[src/rtl/tcv_pkg.sv]
// ----------------------------------------------------------------------------
// Two-class Viterbi ACS package
// Widths, defaults and shared types of the two-class Viterbi ACS block.
// ----------------------------------------------------------------------------
package tcv_pkg;

   localparam int STATES_PER_CLASS_DEF = 8;
   localparam int SCORE_WIDTH_DEF      = 32;

   // Widths of the channel fields.
   localparam int FIELD_W     = 24;
   localparam int SURV_W      = 16;
   localparam int OUT_SCORE_W = 32;
   localparam int IDX_W       = 32;

   // Per-frame control of each add-compare-select cell.
   typedef struct packed {
      logic first;
      logic self_ok;
      logic left_ok;
   } acs_ctrl_type;

endpackage

[src/rtl/tcv_acs_cell.sv]
// ----------------------------------------------------------------------------
// Two-class Viterbi ACS cell
// Add-compare-select for one HMM state with saturating score arithmetic.
// ----------------------------------------------------------------------------
module tcv_acs_cell import tcv_pkg::*; #(
   parameter int SCORE_W = SCORE_WIDTH_DEF,
   parameter bit IS_HEAD = 1'b0
) (
   input  acs_ctrl_type              ctrl,
   input  logic signed [SCORE_W-1:0] self_score,
   input  logic signed [SCORE_W-1:0] left_score,
   input  logic signed [FIELD_W-1:0] left_delta,
   input  logic signed [FIELD_W-1:0] emit,
   output logic signed [SCORE_W-1:0] score_out,
   output logic                      took_left
);

   localparam int SUM_W = ((SCORE_W > FIELD_W) ? SCORE_W : FIELD_W) + 1;
   localparam logic signed [SCORE_W-1:0] S_MAX = {1'b0, {(SCORE_W-1){1'b1}}};
   localparam logic signed [SCORE_W-1:0] S_MIN = {1'b1, {(SCORE_W-1){1'b0}}};
   localparam logic signed [SUM_W-1:0] S_MAX_X = SUM_W'(S_MAX);
   localparam logic signed [SUM_W-1:0] S_MIN_X = SUM_W'(S_MIN);

   function automatic logic signed [SCORE_W-1:0] clamp_sum(input logic signed [SUM_W-1:0] s);
      logic signed [SCORE_W-1:0] r;
      if (s > S_MAX_X) begin
         r = S_MAX;
      end else if (s < S_MIN_X) begin
         r = S_MIN;
      end else begin
         r = s[SCORE_W-1:0];
      end
      return r;
   endfunction

   // The most negative score marks an impossible path and stays impossible.
   function automatic logic signed [SCORE_W-1:0] sat_add(input logic signed [SCORE_W-1:0] path,
                                                         input logic signed [FIELD_W-1:0] delta);
      logic signed [SUM_W-1:0] s;
      s = SUM_W'(path) + SUM_W'(delta);
      return (path == S_MIN) ? S_MIN : clamp_sum(s);
   endfunction

   logic signed [SCORE_W-1:0] self_v;
   logic signed [SCORE_W-1:0] left_v;
   logic signed [SCORE_W-1:0] acs_v;
   logic signed [SCORE_W-1:0] first_v;
   logic                      take_left;

   always_comb begin
      self_v    = ctrl.self_ok ? self_score : S_MIN;
      left_v    = ctrl.left_ok ? sat_add(left_score, left_delta) : S_MIN;
      // A tie keeps the self path.
      take_left = (left_v > self_v);
      acs_v     = sat_add(take_left ? left_v : self_v, emit);
      first_v   = IS_HEAD ? sat_add(clamp_sum(SUM_W'(emit)), left_delta) : S_MIN;
      score_out = ctrl.first ? first_v : acs_v;
      took_left = !ctrl.first && take_left;
   end

endmodule

[config.mk]
export PLATFORM = sky130hd
export DESIGN_NAME = tcv_acs_cell
export DESIGN_NICKNAME = d
export VERILOG_FILES = /design/src/rtl/tcv_pkg.sv /design/src/rtl/tcv_acs_cell.sv
export SDC_FILE = /design/constraint.sdc
export NUM_CORES = 1
export LEC_CHECK = 0
export ABC_AREA = 1
export BUFFER_PORTS_ARGS = -buffer_cell sky130_fd_sc_hd__buf_2
export CORE_ASPECT_RATIO = 1.1
export CORE_MARGIN = 5
export CORE_UTILIZATION = 35
export DETAILED_ROUTE_END_ITERATION = 10
export PLACE_DENSITY = 0.7
export SYNTH_ARGS = -nofsm -noshare
export SYNTH_HDL_FRONTEND = slang
export SYNTH_SLANG_ARGS = --single-unit
[constraint.sdc]
create_clock -name vclk -period 13.7
set_clock_uncertainty 0.05 [all_clocks]
set_input_delay 4.11 -clock vclk [all_inputs]
set_output_delay 4.11 -clock vclk [all_outputs]
set_load 0.01 [all_outputs]
==> impl_metrics.toml, run 1 <==
[grt]
grt_util_all_layers_pct = 24.22
grt_pass1_vias = 9666
overflow = 0
grt_max_degree = 34
grt_pass1_wl_um = 44360
grt_antenna_before_repair = 0

[finish]
syn2layout_area_growth_pct = 82.86
final_layout_size_suffix_gt1_share_pct = 47.81
seq_cells = 0
clkbuf_count = 0
seq_area_um2 = 0
antenna_cells = 0
layout.cells.non_filler = 1956
fin_nets = 1928

[critical_path]
crit_family = "simple AND/OR/NAND/NOR gates"
cp_common_cell = "nand2_2"
slowest_stage = "fa_2"
crit_buf_inv = 11
slowest_delay_ns = 0.39
cp.arrival_ns = 10.12
critPathRequiredTime_ns = 9.54
end_kind = "output pin"
path_max_fanout = 8
worstSetupPathType = "primary input to output pin"
startpoint_type = "primary input"

[run_status]
outcome = "finished with violations"
violations = "negative setup slack"

[detailed_routing]
ant_nets = 0
drt_iter0_drc = 540
detail_route.wl_per_cell_um = 15.45
drt_wl_total_um = 30210
viasPerCell = 5.129
drc = 0
firstDrtPassIters = 5
num_vias = 10030

[yosys]
synth.avg_cell_area_um2 = 5.236
syn_area_um2 = 6519
ys_seq_area_share_pct = 0
netlist.area_leader.share_pct = 30.52
synthTopCellsByArea = "nand2_1 (31%), ha_1 (18%), inv_1 (8.5%)"
yosysMostFrequentCell = "nand2_1"
syn_inst = 1245
ys_types = 39
synth_common_cells = "nand2_1 (530), inv_1 (148), ha_1 (96)"
synth_nets = 1458
yosysWarningCount = 0
synth_area_leader_cell = "nand2_1"

[timing]
tightest_slew_ns = 0.8347
max_freq_mhz = 70.04
setup_slack_ns = -0.5767
slew_viol_final = 0
tns_ns = -9.310
relSlewSlack_pct = 44.29
hold_violations = 0
grt_setup_unrepaired = "true"
layout_min_cycle_time_ns = 14.28
setup_viol = 32
fin_crit_sh_pct = 104.2

[floorplan]
die_area_um2 = 21460
rows = 52
io_pins = 148
core_um2 = 18350
die_w_um = 140.1
fp.dieH_um = 153.1
initial_utilization_pct = 35.53

[flow_run]
cap_violations = 0

[power]
p_clk_share_pct = 0
p_sw_mw = 1.011
p_leak_nw = 6.445
sw_frac_of_total_pct = 50.96
power_frac_comb_pct = 100.0
power_density_nw_per_um2 = 166.5
intPower_mw = 0.9730
ir_drop_mv = 0.1382
pwr-share-seq_pct = 0

[place]
place_inst = 1873
portBuffers = 148
dp_hpwl_um = 21160
gp_congestion = 0.9345

[worst_hold_path]
hold_path_class = "primary input to output pin"

[clock_tree]
cts_hold_buf = 0
==> final timing paths <==
| kind | startpoint | to | cells past startpoint | slack, ns |
|---|---|---|---|---|
| setup / recovery | left_score[0] | score_out[18] | 51 | -0.58 |
| hold / removal | ctrl[2] | took_left | 3 | 8.46 |
==> per-stage QoR <==
step                power (mW)  setup WS [ns]  util, %  area, um2  hold WS [ns]
detailed placement       1.458        -0.3864    52.12       9563         8.436
finish                   1.984        -0.5767    64.97      11920         8.461
global route             2.146        -0.8364    64.97      11920         8.477
global placement         1.438        -0.2575    52.12       9563         8.437
CTS                      1.816       -0.04554    61.72      11320         8.436
floorplan               0.8609       0.004301        -       6641         8.218
==> layer usage <==
layer	up-vias	track usage, %	routed length (um)
li1	4934	-	-
met1	4515	28.83	11500
met2	465	45.08	14950
met3	118	1.750	2035
met4	0	8.999	1735
met5	-	0	0
==> power groups by stage <==
stage	registers [mW]	logic, mW	clock network (mW)
after floorplan	0	0.861	0
after global placement	0	1.44	0
after detailed placement	0	1.46	0
after CTS	0	1.82	0
after global routing	0	2.15	0
final	0	1.98	0
==> placed cells by master (no fill, tap or decap), types with 9 or more instances in the layout <==
cell      instances
xor2_1           29
inv_2            16
a21oi_2          65
nor2_2           11
ha_1             31
buf_2           145
a21oi_1          45
nand2_1         436
nand2_2          87
o21bai_1         17
nand3_2          13
buf_4           329
nand3_1          71
xnor2_1          16
inv_1           130
nand2_4          12
ha_4             63
nor2_1           71
o21ai_0          13
buf_12            9
==> kinds of logic (layout without fill, tap and decap cells) <==
| logic type | after synthesis | after routing | share of synthesized area, % |
|---|---|---|---|
| and+or+nand+nor | 739 | 739 | 46.14 |
| buffers and inverters | 182 | 650 | 11.77 |
| AOI/OAI and AO/OA | 180 | 180 | 16.87 |
| adders and majority gates | 98 | 98 | 19.04 |
| xor gates and xnor gates | 46 | 46 | 6.180 |
==> final cells by class <==
type	instances	area (um2)
Multi-Input combinational cell	1063	7345
Inverter	148	563.0
Timing Repair Buffer	501	3701
Tap cell	243	304.0
Timing Repair inverter	1	7.507
Fill cell	1547	6427
==> timing repair <==
item                       CTS  global route
setup endpoints to repair   32            32
gates resized for setup    206           115
gates cloned                 8             1
pin swaps                   36            59
buffers inserted            70            10
hold endpoints to repair     0             0
Note: power is estimated with default switching activity, not from simulation.
==> run 2, diff against run 1 <==
==> constraint.sdc (replaced) <==
create_clock -name vclk -period 13.7
set_clock_uncertainty 0.05 [all_clocks]
set_input_delay 2.74 -clock vclk [all_inputs]
set_output_delay 2.74 -clock vclk [all_outputs]
set_load 0.01 [all_outputs]
==> run 2 against run 1 <==
Net effect:
- the run now ends clean
- wire length fell by 31%
- hold slack worse by 2.8 ns
- power down 44%
- critical path depth down 5
- non-clock buffer count shrank 349
- core utilization is 25 points lower
- global-route usage down 6.0 points
- final cell count is 18% lower
==> impl_metrics.toml, run 2 (synthesis gave the netlist of run 1 again) <==
[run_status]
outcome = "complete, no violations"

[finish]
fin_nets = 1578
clkbuf_count = 0
final_common_cell = "nand2_1"
final_layout_size_suffix_gt1_share_pct = 14.23
seq_cells = 0
syn2layout_area_growth_pct = 13.36
seq_area_um2 = 0
mostFrequentLayoutCells = "nand2_1 (529), inv_1 (148), buf_2 (148)"
n_fill_cell = 2126
utilization_pct = 40.28
antenna_cells = 0

[worst_hold_path]
hold_path_class = "primary input to output pin"
worstHoldStart = "ctrl[2]"
min_path_cells = 3
whs_endpoint = "took_left"

[timing]
grt_setup_unrepaired = "false"
relSlewSlack_pct = 35.41
hold_violations = 0
layout_min_cycle_time_ns = 12.71
hold_slack_ns = 5.702
fin_crit_sh_pct = 92.77
tns_ns = 0
slew_viol_final = 0
max_freq_mhz = 78.68
setup_viol = 0
tightest_slew_ns = 0.9666

[power]
p_leak_nw = 4.522
power_frac_comb_pct = 100.0
p_sw_mw = 0.6940
p_clk_share_pct = 0
sw_frac_of_total_pct = 62.90
total_power_mw = 1.103
pwr-share-seq_pct = 0
ir_drop_mv = 0.08778
power_density_nw_per_um2 = 149.3
intPower_mw = 0.4093

[place]
dp_hpwl_um = 18680
portBuffers = 148
gp_congestion = 1.006

[floorplan]
io_pins = 148
rows = 52
die_area_um2 = 21460
die_w_um = 140.1
fp.dieH_um = 153.1
initial_utilization_pct = 35.53
core_um2 = 18350

[critical_path]
cp_common_cell = "nand2_1"
worstSetupPathType = "primary input to output pin"
critPathRequiredTime_ns = 10.91
crit_family = "simple AND/OR/NAND/NOR gates"
crit_buf_inv = 7
slowest_delay_ns = 0.46
cp.arrival_ns = 9.92
startpoint_type = "primary input"
slowest_stage = "nor4_1"
path_max_fanout = 43
end_kind = "output pin"

[detailed_routing]
detail_route.wl_per_cell_um = 13.03
num_vias = 7941
viasPerCell = 4.945
ant_nets = 0
drc = 0
firstDrtPassIters = 6
drt_iter0_drc = 482
drt_wl_total_um = 20930

[clock_tree]
cts_resized = 0
postCtsSetupRepairBufs = 0
cts_hold_buf = 0

[grt]
grt_antenna_before_repair = 0
grt_max_degree = 44
grt_util_all_layers_pct = 18.27
grt_pass1_wl_um = 33850
grt_pass1_vias = 7313
overflow = 0

[flow_run]
cap_violations = 0
run 2: cell count changes in the layout (fill, tap and decap cells not counted), moves of 10 or more:
cell     delta
nand2_2    -81
nor3_1     +10
nand3_1    +11
a21oi_1    +46
buf_4     -325
ha_4       -63
ha_1       +65
inv_1      +18
nand2_4    -12
a21oi_2    -42
inv_2      -16
nand2_1    +93
run 2: cell type report:
cell class         count  area [um2]  share of cell area, %
multi-input cells   1063        5759                  77.94
repair buffers       152       770.7                  10.43
inverters            148       555.5                  7.518
well taps            243       304.0                  4.114
run 2: stage by stage:
step | worst slack (ns) | cells | instance area [um2]
floorplan | 2.068 | 1245 | 6519
global placement | 0.8815 | 1606 | 7387
detailed placement | 0.7431 | 1606 | 7387
CTS | 0.7462 | 1606 | 7387
global route | 0.1628 | 1606 | 7390
finish | 0.9905 | 1606 | 7390
run 2: power by group through the flow:
stage,Sequential [mW],Clock [mW],Combinational (mW)
3_5_place_dp,0,0,1.09
4_1_cts,0,0,1.10
2_1_floorplan,0,0,0.832
5_1_grt,0,0,1.25
6_report,0,0,1.10
3_3_place_gp,0,0,1.09
run 2: worst min-delay path, delay by kind of cell:
kind	cells	cell delay (ns)
buffers and inverters	2	0.23
AND/OR/NAND/NOR	1	0.04
run 2: worst max path at each step:
stage	cells after the start	slack, ns	end	startpoint
2_1_floorplan	51	2.07	score_out[22]	left_score[0]
3_3_place_gp	46	0.88	score_out[27]	left_score[0]
3_5_place_dp	49	0.74	score_out[5]	left_score[0]
4_1_cts	49	0.75	score_out[5]	left_score[0]
5_1_grt	49	0.16	score_out[25]	left_score[0]
6_report	46	0.99	score_out[5]	left_score[0]
run 2: routing by layer:
| metal | vias up | track usage [%] | wire [um] |
|---|---|---|---|
| met1 | 3432 | 24.98 | 9776 |
| met2 | 240 | 32.39 | 9671 |
| li1 | 4246 | - | - |
| met4 | 0 | 2.538 | 340 |
| met5 | - | 0 | 0 |
| met3 | 23 | 1.000 | 1144 |
==> run 3, diff against run 2 <==
--- a/config.mk
+++ b/config.mk
@@ -12,6 +12,7 @@
 export CORE_UTILIZATION = 35
 export DETAILED_ROUTE_END_ITERATION = 10
 export PLACE_DENSITY = 0.7
+export REMOVE_ABC_BUFFERS = 1
 export SYNTH_ARGS = -nofsm -noshare
 export SYNTH_HDL_FRONTEND = slang
 export SYNTH_SLANG_ARGS = --single-unit
==> run 3 against run 2 <==
Net effect:
- sequential cell count is the same
- non-clock buffer count grew 1
- clock-buffer cell count is the same
- die area is the same
- via count shrank 1.0%
- global-route usage grew 0.41 points
- critical path depth grew 6
- wire length grew 0.60%
- fmax grew 0.71%
- largest cell class unchanged
- highest routed layer unchanged
==> impl_metrics.toml, run 3 (synthesis gave the netlist of run 1 again) <==
[finish]
final_common_cell = "nand2_1"
mostFrequentLayoutCells = "nand2_1 (530), inv_1 (148), buf_2 (148)"
multiInputGateArea_um2 = 5757
seq_cells = 0
n_fill_cell = 2129
utilization_pct = 40.30
final_layout_size_suffix_gt1_share_pct = 14.22
seq_area_um2 = 0
clkbuf_count = 0
antenna_cells = 0
fin_nets = 1579
syn2layout_area_growth_pct = 13.44

[timing]
layout_min_cycle_time_ns = 12.62
grt_setup_unrepaired = "false"
max_freq_mhz = 79.24
hold_violations = 0
fin_crit_sh_pct = 92.11
slew_viol_final = 0
tightest_slew_ns = 1.015
relSlewSlack_pct = 32.21
tns_ns = 0
setup_viol = 0

[detailed_routing]
drt_wl_total_um = 21060
viasPerCell = 4.892
num_vias = 7861
detail_route.wl_per_cell_um = 13.10
drt_iter0_drc = 394
drc = 0
firstDrtPassIters = 5
ant_nets = 0

[flow_run]
cap_violations = 0

[critical_path]
crit_family = "simple AND/OR/NAND/NOR gates"
slowest_delay_ns = 0.40
worstSetupPathType = "primary input to output pin"
critPathRequiredTime_ns = 10.91
cp.arrival_ns = 9.83
path_max_fanout = 33
startpoint_type = "primary input"
slowest_stage = "fa_1"
cp_common_cell = "nand2_1"
crit_buf_inv = 7
end_kind = "output pin"

[floorplan]
initial_utilization_pct = 35.53
core_um2 = 18350
die_w_um = 140.1
die_area_um2 = 21460
rows = 52
io_pins = 148
fp.dieH_um = 153.1

[grt]
grt_max_degree = 57
grt_antenna_before_repair = 0
overflow = 0
grt_util_all_layers_pct = 18.68
grt_pass1_wl_um = 34400
grt_pass1_vias = 7416

[power]
p_leak_nw = 4.526
power_density_nw_per_um2 = 148.7
ir_drop_mv = 0.1344

[run_status]
outcome = "complete, no violations"

[place]
dp_hpwl_um = 18720
portBuffers = 148
gp_congestion = 0.9337

[clock_tree]
postCtsSetupRepairBufs = 0
cts_hold_buf = 0
cts_resized = 0

[worst_hold_path]
hold_path_class = "primary input to output pin"
[run 3: cell count changes in the layout (fill, tap and decap cells not counted), sizes merged]
cell,delta
buf,+1
[run 3: per-stage QoR]
stage | hold WS (ns) | worst slack (ns) | std cells | area, um2 | power (mW)
floorplan | 5.478 | 0.6667 | 1211 | 6307 | 0.8098
global placement | 5.731 | 1.165 | 1607 | 7395 | 1.091
detailed placement | 5.733 | 1.097 | 1607 | 7395 | 1.095
CTS | 5.733 | 1.087 | 1607 | 7395 | 1.101
global route | 5.744 | 0.2925 | 1607 | 7395 | 1.259
finish | 5.720 | 1.081 | 1607 | 7395 | 1.099
[run 3: where the power goes]
part	total (mW)	leakage, nW	internal [mW]	switching [mW]
clock	0	0	0	0
combinational	1.10	4.53	0.411	0.689
sequential	0	0	0	0
[run 3: layout make-up]
type                            count  share of cell area, %
Multi-Input combinational cell   1063                  77.85
Inverter                          148                  7.513
Timing Repair Buffer              153                  10.52
Tap cell                          243                  4.112
[run 3: final timing paths]
path                        to  depth (start not counted)           from  slack [ns]
setup / recovery  score_out[9]                         52  left_score[0]        1.08
hold / removal       took_left                          3        ctrl[2]        5.72
[run 3: per-layer routing]
metal	wire [um]	part of all wire [%]	vias up	global-route usage, %
met1	9400	45	3401	24.19
met3	789	3.7	31	0.5625
met2	10370	49	185	34.54
met5	0	0	-	0
met4	495	2.4	0	3.738
li1	-	-	4244	-
